**src/edds_pkg.sv**
```systemverilog
`default_nettype none
package edds_pkg;

  localparam int unsigned RowStepW = 17;
  localparam logic [RowStepW-1:0] SmallRowStepRst = RowStepW'(4369);
  localparam logic [RowStepW-1:0] BigRowStepRst   = RowStepW'(4370);

  localparam logic CfgSmallRowStep = 1'b0;
  localparam logic CfgBigRowStep   = 1'b1;

  localparam logic OpSetup = 1'b0;
  localparam logic OpStep  = 1'b1;

  typedef struct packed {
    logic               opcode;
    logic signed [31:0] x_top;
    logic signed [31:0] y_top;
    logic signed [31:0] x_bottom;
    logic signed [31:0] y_bottom;
    logic signed [31:0] y_start;
    logic signed [31:0] step_count;
  } in_item_t;

  typedef struct packed {
    logic signed [31:0] edge_x;
    logic signed [63:0] error_term;
    logic signed [31:0] small_step_x;
    logic signed [31:0] small_step_frac;
    logic signed [31:0] big_step_x;
    logic signed [31:0] big_step_frac;
  } out_item_t;

  typedef struct packed {
    logic        start;
    logic [63:0] dividend;
    logic [63:0] divisor;
  } div_req_t;

  typedef struct packed {
    logic        done;
    logic [63:0] quot;
    logic [63:0] rem;
  } div_rsp_t;

  function automatic logic [63:0] sext64(input logic [31:0] v);
    sext64 = {{32{v[31]}}, v};
  endfunction

  function automatic logic [32:0] sext33(input logic [31:0] v);
    sext33 = {v[31], v};
  endfunction

endpackage
`default_nettype wire

```
**src/edds_mul.sv**
```systemverilog
`default_nettype none
module edds_mul
  import edds_pkg::*;
(
  input  wire logic               clk,
  input  wire logic signed [32:0] a,
  input  wire logic signed [32:0] b,
  output logic [63:0]             prod_r
);

  logic signed [65:0] full;

  assign full = a * b;

  always_ff @(posedge clk) begin
    prod_r <= full[63:0];
  end

endmodule
`default_nettype wire

```
**config.mk**
```make
export PLATFORM = sky130hd
export DESIGN_NAME = edds_mul
export DESIGN_NICKNAME = d
export VERILOG_FILES = /design/src/edds_pkg.sv /design/src/edds_mul.sv
export SDC_FILE = /design/constraint.sdc
export NUM_CORES = 2
export LEC_CHECK = 0
export BUFFER_PORTS_ARGS = -buffer_cell sky130_fd_sc_hd__buf_2
export CAP_MARGIN = 20
export CELL_PAD_IN_SITES_DETAIL_PLACEMENT = 1
export CELL_PAD_IN_SITES_GLOBAL_PLACEMENT = 1
export CORE_MARGIN = 2
export CORE_UTILIZATION = 45
export CTS_CLUSTER_SIZE = 28
export DETAILED_ROUTE_END_ITERATION = 16
export PLACE_DENSITY = 0.81
export SLEW_MARGIN = 25
export SYNTH_ARGS = -nofsm -noshare
export SYNTH_HDL_FRONTEND = slang
export SYNTH_SLANG_ARGS = --single-unit
```
**constraint.sdc**
```tcl
create_clock -name clk -period 7.2 [get_ports clk]
set_input_delay 0.36 -clock clk [delete_from_list [all_inputs] [get_ports clk]]
set_output_delay 0.36 -clock clk [all_outputs]
set_load 0.01 [all_outputs]
```
==> metrics.txt <==
count of mapped cells out of synthesis=between 4000 and 5000; Die Y=300 um; starting density of the core=45.5%; fillers=~9700; Post-synth EDFFs=0; data required time of the critical path=7.45 ns; DRC=0; sum of routed wire length over all layers=about 150000 um; Worst-Margin Slew=0.710 ns; area of the core=roughly 0.087 sq mm; result of the run=finished with violations; largest area contributor in the synthesized netlist=fa_1; fin crit period=7.45 ns; post-route design area=0.0465 sq mm; cells taking the most area after synthesis=fa_1, inv_1, and2_1; Layout Cells excl Fill=5747; biggest registers after layout=prod_r x64; wire length of the first global-routing pass=216000 um; final setup violation count=19; critical path start-end classification=input port to flop; worst setup slack after layout=-0.254 ns; number of antenna violations at the first check in global routing=2; average cell area after synthesis=~9.4 sq um; Final Wtd Congestion=0.898; number of buffers inserted by hold repair at cts=0; die area=0.0903 sq mm; Post-Place Cells=5690; total number of nets in the final design=5990; Hold Crit Class=input port to flop; max_cap viols=0; max-slew violation count=0; flops & latches, synth=64; Routed Antenna Nets=0; clock buffer count from CTS=9; violations in the final reports=setup timing; maximum fanout count along the critical path=9; worst relative slew slack=52.2%; count of final hold-check violations=0; Unique masters post-synth=57; overall track demand over capacity in global routing=between 30% and 40%; Vias per Instance=between 5 and 6; Max clock buf depth=2; htree depth=3; layout cells sized above 1=18.0%; share of the clock period used by the worst path after layout=104%; iteration-0 DRC count of the detailed router=2025; total vias in the final route=31700; count of input and output buffers=130; netlist area before placement=~0.040 sq mm; Setup TNS=-1.98 ns; register ranked first by flip-flop count=prod_r; Critical Path Start Type=input port; unrepaired setup endpoints after global routing=true; first-pass iteration count of the detailed router=5; most used flip-flop cell after synthesis=dfxtp_1; maximum number of pins on one net before global-route repair=25; synth warn=0; CP Capture Point=prod_r[63]$_DFF_P_; flip-flop count of the largest register after layout=64; CTS tree=yes; beginning of the critical path=a[9]; Post-DP HPWL=120000 um; post-synth net total=5611; post-detailed-route wirelength per cell=25.7 um; clock root buffer master=clkbuf_16; sink count of the clock tree=64; vias in the first global route=between 30000 and 40000; hold path depth=3; Area Overhead vs Synth=17.7%; nature of the critical path endpoint=flop; I/O pin total=131; chip width=300 um; data arrival time at the worst-slack endpoint=between 7 and 8 ns; Site Rows=108; portion of synthesized cell area occupied by the leading cell type=57.0%; Placement Cell Area=0.0442 sq mm; timing-limited maximum frequency=between 0.1 and 0.15 GHz; sequential fraction of the synthesis area=under 10%; overflow left after global routing=0; Clock transition at path regs=0.07 ns; ys async rst share=0%
-- synthesized netlist by cell type (2+ instances only) --
library cell / instances
o2111ai_1: 2
nor2b_1: 32
nor4_1: 4
a31oi_1: 6
o211ai_1: 7
nand2_1: 547
or3_1: 4
a21boi_0: 3
inv_1: 1086
dfxtp_1: 64
fa_1: 1125
and3_1: 6
a211o_1: 2
nand4_1: 12
clkbuf_1: 222
o31a_1: 2
nor2_1: 18
nand2b_1: 9
o21bai_1: 7
o31ai_1: 4
and4_1: 4
xnor2_1: 55
nand3_1: 18
a221oi_1: 2
nor3_1: 11
xor2_1: 21
a21o_1: 18
a21oi_1: 69
or4_1: 2
o2bb2ai_1: 2
and2_1: 548
ha_1: 212
o21ai_0: 29
o21ai_1: 6
o21a_1: 18
a211oi_1: 8
o311a_1: 2
-- worst min path at each step --
stage,slack (ns),end,startpoint
final,0.53,prod_r[0]$_DFF_P_,b[0]
after CTS,0.56,prod_r[0]$_DFF_P_,b[0]
after global placement,0.75,prod_r[8],prod_r[8]$_DFF_P_
after detailed placement,0.76,prod_r[9],prod_r[9]$_DFF_P_
after global routing,0.53,prod_r[0]$_DFF_P_,b[0]
after floorplan,0.49,prod_r[0]$_DFF_P_,a[0]
-- cells in the final DEF (no fill, tap or decap), types with 11 or more instances in the layout --
cell type,n
nand2_1,540
ha_1,183
nand3_1,12
fa_1,1074
inv_1,1059
nor2_1,16
buf_6,55
xnor2_1,53
nand4_1,12
o21a_1,16
buf_2,79
nor2b_1,31
buf_8,23
inv_2,25
xor2_1,19
clkbuf_16,11
and2_1,525
buf_12,33
ha_4,25
o21ai_0,20
and2_4,23
a21oi_2,23
a21oi_1,45
a21o_1,18
dfxtp_1,64
buf_4,393
fa_2,51
-- worst max-delay path, stage by stage --
cell and delay [ns]:
buf_6 0.14, buf_8 0.15, buf_12 0.14, and2_4 0.15
fa_1 0.49, fa_1 0.53, fa_2 0.64, fa_2 0.48
fa_2 0.72, fa_1 0.49, fa_1 0.60, inv_2 0.07
fa_1 0.54, inv_2 0.06, ha_4 0.28, nand4_1 0.11
or2_1 0.27, or4_4 0.54, nor3_4 0.14, o21a_4 0.20
o31ai_4 0.10, o211ai_1 0.23, a21oi_2 0.11, xnor2_1 0.15
-- cell families (layout without fill, tap and decap cells) --
| logic type | count (synthesis) | after routing | synth area share, % |
|---|---|---|---|
| adders and majority gates | 1337 | 1337 | 63.7 |
| buffers and inverters | 1308 | 1692 | 12.4 |
| and+or+nand+nor | 1221 | 1221 | 15.7 |
| AOI/OAI and AO/OA | 200 | 200 | 3.25 |
| xor gates and xnor gates | 76 | 76 | 1.68 |
| DFF | 64 | 64 | 3.24 |
| muxes | 1 | 1 | 0.0253 |
| other | 0 | 1 | 0 |
-- area by class of cell --
| class | instances | area, sq um | area share [%] |
|---|---|---|---|
| diodes | 1 | 2.50 | 0.00538 |
| clock buffers | 9 | 225 | 0.484 |
| clock inverters | 7 | 77.6 | 0.167 |
| inverters | 1086 | 4080 | 8.77 |
| multi-input cells | 2835 | 34400 | 73.8 |
| flip-flops and latches | 64 | 1280 | 2.75 |
| well taps | 1155 | 1450 | 3.11 |
| repair buffers | 590 | 5060 | 10.9 |
-- routing by layer --
layer / wire length [um] / vias up / global-route usage, %
li1: - / 12700 / -
met1: 46500 / 16700 / 33.7
met2: 77400 / 1566 / 58.3
met3: 9730 / 759 / 4.20
met4: 14300 / 2 / 23.0
met5: 13 / - / 0
-- stage by stage --
step                util [%]  hold slack, ns  worst slack, ns
finish                  53.6           0.532           -0.254
global route            53.6           0.530           -0.417
CTS                     52.2           0.557          -0.0271
detailed placement      50.9           0.755            -1.08
global placement        50.9           0.754           -0.878
floorplan                  -           0.487         -0.00304
-- timing repair --
item	CTS	global route
gates resized for setup	190	251
pin swaps	63	135
setup endpoints to repair	33	29
setup buffers	13	28
cloned	0	2
Power is not shown: default switching activity piles up to over one toggle a cycle in this logic, so the estimate is an artifact.
