--- config.mk ---
export PLATFORM = sky130hd
export DESIGN_NAME = edds_div
export DESIGN_NICKNAME = d
export VERILOG_FILES = /design/src/edds_pkg.sv /design/src/edds_div.sv
export SDC_FILE = /design/constraint.sdc
export NUM_CORES = 1
export LEC_CHECK = 0
export BUFFER_PORTS_ARGS = -buffer_cell sky130_fd_sc_hd__buf_2
export CAP_MARGIN = 20
export CELL_PAD_IN_SITES_DETAIL_PLACEMENT = 1
export CELL_PAD_IN_SITES_GLOBAL_PLACEMENT = 2
export CORE_ASPECT_RATIO = 1.5
export CORE_UTILIZATION = 37
export CTS_CLUSTER_DIAMETER = 100
export DETAILED_ROUTE_END_ITERATION = 10
export PLACE_DENSITY_LB_ADDON = 0.1
export SLEW_MARGIN = 20
export SYNTH_ARGS = -nofsm -noshare
export SYNTH_HDL_FRONTEND = slang
export SYNTH_SLANG_ARGS = --single-unit
--- constraint.sdc ---
create_clock -name clk -period 4.15 [get_ports clk]
set_input_delay 0.2075 -clock clk [delete_from_list [all_inputs] [get_ports clk]]
set_output_delay 0.2075 -clock clk [all_outputs]
set_load 0.01 [all_outputs]
--- src/edds_pkg.sv ---
`default_nettype none
package edds_pkg;

  localparam int unsigned RowStepW = 17;
  localparam logic [RowStepW-1:0] SmallRowStepRst = RowStepW'(4369);
  localparam logic [RowStepW-1:0] BigRowStepRst   = RowStepW'(4370);

  localparam logic CfgSmallRowStep = 1'b0;
  localparam logic CfgBigRowStep   = 1'b1;

  localparam logic OpSetup = 1'b0;
  localparam logic OpStep  = 1'b1;

  typedef struct packed {
    logic               opcode;
    logic signed [31:0] x_top;
    logic signed [31:0] y_top;
    logic signed [31:0] x_bottom;
    logic signed [31:0] y_bottom;
    logic signed [31:0] y_start;
    logic signed [31:0] step_count;
  } in_item_t;

  typedef struct packed {
    logic signed [31:0] edge_x;
    logic signed [63:0] error_term;
    logic signed [31:0] small_step_x;
    logic signed [31:0] small_step_frac;
    logic signed [31:0] big_step_x;
    logic signed [31:0] big_step_frac;
  } out_item_t;

  typedef struct packed {
    logic        start;
    logic [63:0] dividend;
    logic [63:0] divisor;
  } div_req_t;

  typedef struct packed {
    logic        done;
    logic [63:0] quot;
    logic [63:0] rem;
  } div_rsp_t;

  function automatic logic [63:0] sext64(input logic [31:0] v);
    sext64 = {{32{v[31]}}, v};
  endfunction

  function automatic logic [32:0] sext33(input logic [31:0] v);
    sext33 = {v[31], v};
  endfunction

endpackage
`default_nettype wire

--- src/edds_div.sv ---
`default_nettype none
module edds_div
  import edds_pkg::*;
(
  input  wire logic     clk,
  input  wire logic     rst_n,
  input  wire div_req_t req,
  output div_rsp_t      rsp
);

  logic        busy_r, busy_nxt;
  logic        fin_r, fin_nxt;
  logic [5:0]  cnt_r, cnt_nxt;
  logic [63:0] dvd_r, dvd_nxt;
  logic [63:0] rem_r, rem_nxt;
  logic [63:0] dsr_r, dsr_nxt;
  logic        qneg_r, qneg_nxt;
  logic        rneg_r, rneg_nxt;
  logic        done_r;
  logic [63:0] quot_r, remo_r;
  logic [64:0] trial;

  assign trial = {rem_r, dvd_r[63]} - {1'b0, dsr_r};

  always_comb begin
    busy_nxt = busy_r;
    fin_nxt  = 1'b0;
    cnt_nxt  = cnt_r;
    dvd_nxt  = dvd_r;
    rem_nxt  = rem_r;
    dsr_nxt  = dsr_r;
    qneg_nxt = qneg_r;
    rneg_nxt = rneg_r;
    if (req.start) begin
      busy_nxt = 1'b1;
      cnt_nxt  = '0;
      rem_nxt  = '0;
      dvd_nxt  = req.dividend[63] ? (64'd0 - req.dividend) : req.dividend;
      dsr_nxt  = req.divisor[63] ? (64'd0 - req.divisor) : req.divisor;
      qneg_nxt = req.dividend[63] ^ req.divisor[63];
      rneg_nxt = req.dividend[63];
    end else if (busy_r) begin
      if (!trial[64]) begin
        rem_nxt = trial[63:0];
        dvd_nxt = {dvd_r[62:0], 1'b1};
      end else begin
        rem_nxt = {rem_r[62:0], dvd_r[63]};
        dvd_nxt = {dvd_r[62:0], 1'b0};
      end
      cnt_nxt = cnt_r + 6'd1;
      if (cnt_r == 6'd63) begin
        busy_nxt = 1'b0;
        fin_nxt  = 1'b1;
      end
    end
  end

  always_ff @(posedge clk) begin
    if (!rst_n) begin
      busy_r <= 1'b0;
      fin_r  <= 1'b0;
      done_r <= 1'b0;
      cnt_r  <= '0;
    end else begin
      busy_r <= busy_nxt;
      fin_r  <= fin_nxt;
      done_r <= fin_r;
      cnt_r  <= cnt_nxt;
    end
    dvd_r  <= dvd_nxt;
    rem_r  <= rem_nxt;
    dsr_r  <= dsr_nxt;
    qneg_r <= qneg_nxt;
    rneg_r <= rneg_nxt;
    if (fin_r) begin
      quot_r <= qneg_r ? (64'd0 - dvd_r) : dvd_r;
      remo_r <= rneg_r ? (64'd0 - rem_r) : rem_r;
    end
  end

  assign rsp.done = done_r;
  assign rsp.quot = quot_r;
  assign rsp.rem  = remo_r;

endmodule
`default_nettype wire

==> out/metrics.yaml <==
synth:
  synth-seq-cells: 331
  netlist_instances: 2224
  synth_nets: 2425
  synth_cell_types: 77
  yosysTopAreaCell: "edfxtp_1"
  syn_avg_cell_area_um2: 9.41
  synth-main-ff-cell: "edfxtp_1"
  yosysMostFrequentCell: "edfxtp_1"
  synthTopCellsByCount: "edfxtp_1 (258), nand2_1 (254), xnor2_1 (213)"
  synth_area_um2: 20900
  async_flop_share: 0
  synthTopCellsByArea: "edfxtp_1 (37%), xnor2_1 (8.9%), dfxtp_1 (7.0%)"
  yosysSeqAreaShare: 0.440
  synth-edff-count: 258
  synth_top_area_frac: 0.370
  synth_warnings: 0
power:
  power_density_nw_per_um2: 381
  leakagePower_nw: 9.42
  worst_ir_drop_vdd_uv: 216
sta:
  rsz0062_at_grt: "false"
  setup_slack_ns: 0.240
  worst_pin_slew_ns: 1.01
  setup_violations: 0
  max_clock_freq_mhz: 256
  fin_tns_setup_ns: 0
  clock_skew_ns: 0.0149
  maxSlewHeadroom: 0.325
  timing.final.crit_period_ns: 3.91
  final-hold-violation-count: 0
  fin_crit_sh: 0.942
  slew_violations: 0
floorplan:
  ios: 260
  core-area_um2: 55800
  die_area_um2: 57600
  die_x_um: 196
  die-height_um: 293
  num_rows: 106
  start_util: 0.375
layout:
  layout.nets: 2735
  regArea_um2: 9210
  insertedDiodeCount: 0
  final_core_util: 0.448
  multiInputGateArea_um2: 10900
  fin_area_um2: 25000
  final_layout_size_suffix_gt1_frac: 0.176
  areaGrowthSynthToFinish_pct: 19.5
  num-fill-cells: 6477
  fin_cells: 3317
placed_design:
  numPortBuffers: 259
  dp_slack_ns: 0.164
  dp_cells: 3209
  gp_congestion: 0.892
  hpwl_mm: 50.6
  placed_cell_area_um2: 23500
setup_path:
  cp.required_ns: 4.42
  reg2reg_depth: 9
  cp.depth: 9
  worst_path_largest_cell_delay_ns: 0.53
  cp-start-kind: "register"
  crit_buf_inv: 0
  worstSetupPathType: "register to register"
  cpLargestDelayFamily: "simple AND/OR/NAND/NOR gates"
  critPathCaptureType: "register"
  cp_cell_sequence: "or4_4 -> or4_4 -> or3_4 -> or2_4 -> or3_4 -> or4_4 -> or3_4 -> o31ai_4 -> xnor2_1"
  worst_path_max_delay_cell: "or4_4"
  worst-path-max-fanout: 5
  crit_arrival_ns: 4.18
route:
  wire_per_inst_um: 19.4
  routed_wirelength_mm: 64.5
  vias: 17800
  first_pass_iters: 4
  drc_errors: 0
  viasPerCell: 5.37
  drt_iter0_markers: 753
  ant_nets: 0
clock_tree:
  cts.sinks: 331
  cts-buffers-inserted: 36
  clk_latency_ns: 0.54
  clockRootBuffer: "clkbuf_16"
  h-tree-depth: 2
  cts_resized: 0
  clockBufferDepth: 3
  cts.clk_slew.worst_paths_ns: 0.06
  cts_tree: "built"
global_route:
  grt_use_total: 0.222
  grt_pass1_wl_mm: 101
  grt_pass1_vias: 18400
  grt_max_degree: 110
  antenna_found_initial: 0
  grt_overflow: 0
flow_run:
  drv_cap: 0
min_path:
  hold_path.class: "input port to register"
  hold_depth: 2
outcome:
  status: "complete, no violations"
==> worst register-to-register path, stage by stage (launching register included) <==
cell,delay (ns)
edfxtp_1,0.47
or4_4,0.53
or4_4,0.45
or3_4,0.41
or2_4,0.28
or3_4,0.35
or4_4,0.46
or3_4,0.39
o31ai_4,0.20
xnor2_1,0.10
==> worst paths after layout <==
path	start	endpoint	slack (ns)
worst min register to register	cnt_r[5]$_SDFFE_PP0P_	cnt_r[5]$_SDFFE_PP0P_	0.53
worst min-delay path	req[15]	dsr_r[15]$_DFFE_PP_	0.02
worst max-delay path	dvd_r[17]$_DFFE_PP_	quot_r[53]$_DFFE_PP_	0.24
worst max register to register	dvd_r[17]$_DFFE_PP_	quot_r[53]$_DFFE_PP_	0.24
==> metrics by stage <==
stage	total power (W)	hold WS, ns
2_1_floorplan	0.00565	0.306
4_1_cts	0.00967	0.000110
6_report	0.00954	0.0168
5_1_grt	0.0100	0.0160
3_5_place_dp	0.00646	0.470
3_3_place_gp	0.00640	0.466
==> cells by family (layout without fill, tap and decap cells) <==
| family | after synthesis | in the layout | share of synthesized area |
|---|---|---|---|
| AO/OA/AOI/OAI | 586 | 586 | 0.183 |
| buffers and inverters | 217 | 554 | 0.0392 |
| multiplexers | 6 | 6 | 0.00305 |
| XOR/XNOR | 310 | 310 | 0.130 |
| flip-flops | 331 | 331 | 0.440 |
| AND/OR/NAND/NOR | 704 | 704 | 0.163 |
| adder cells (fa/ha/maj) | 70 | 70 | 0.0422 |
==> layout by cell type (no fill, tap or decap), types with 7 or more instances in the layout <==
cell / n
edfxtp_1: 258
buf_2: 258
nand2_1: 254
xnor2_1: 212
nor2_1: 182
a21oi_1: 168
o21ai_0: 133
inv_1: 101
xor2_1: 96
buf_4: 81
dfxtp_1: 71
ha_1: 69
o31ai_1: 68
dlygate4sd3_1: 43
or3_1: 42
a311oi_1: 40
nand4_1: 37
clkbuf_16: 36
o41ai_1: 30
or4_1: 29
nor3_1: 27
a21o_1: 26
nand3_1: 23
nand2b_1: 20
o21a_1: 16
nor4_1: 15
a211oi_1: 15
or2_2: 14
o21bai_1: 13
and3_1: 10
o211ai_1: 10
clkbuf_1: 9
or4_4: 8
nand3b_1: 8
nor2b_1: 8
clkbuf_8: 7
clkinv_2: 7
==> routing by layer <==
layer | track usage | vias to the layer above | wire (um)
met2 | 0.400 | 333 | 32100
li1 | - | 8736 | -
met3 | 0.0196 | 80 | 1950
met5 | 0 | - | 0
met1 | 0.281 | 8660 | 28800
met4 | 0.0625 | 0 | 1600
==> cell type report <==
class / count / share of cell area
clock buffers: 51 / 0.0406
repair buffers: 387 / 0.0968
multi-input cells: 1676 / 0.437
clock inverters: 14 / 0.00440
flip-flops and latches: 331 / 0.368
well taps: 756 / 0.0378
inverters: 102 / 0.0153
==> timing repair <==
item / 4_1_cts / 5_1_grt
endpoints found under the hold margin: 45 / 0
setup buffers: 0 / 0
hold buffers: 43 / 0
==> state kept, by name, summed over array words and instances, names as in the netlist <==
register  flops
busy_r        1
cnt_r         6
done_r        1
dsr_r        64
dvd_r        64
fin_r         1
qneg_r        1
quot_r       64
rem_r        64
remo_r       64
rneg_r        1
==> power by group <==
part	switching (W)	total, W	internal, W
registers	0.000219	0.00409	0.00387
logic	0.00137	0.00233	0.000960
clock network	0.00134	0.00312	0.00178
total	0.00293	0.00954	0.00661
No activity file was read; power rests on OpenSTA's default activity.
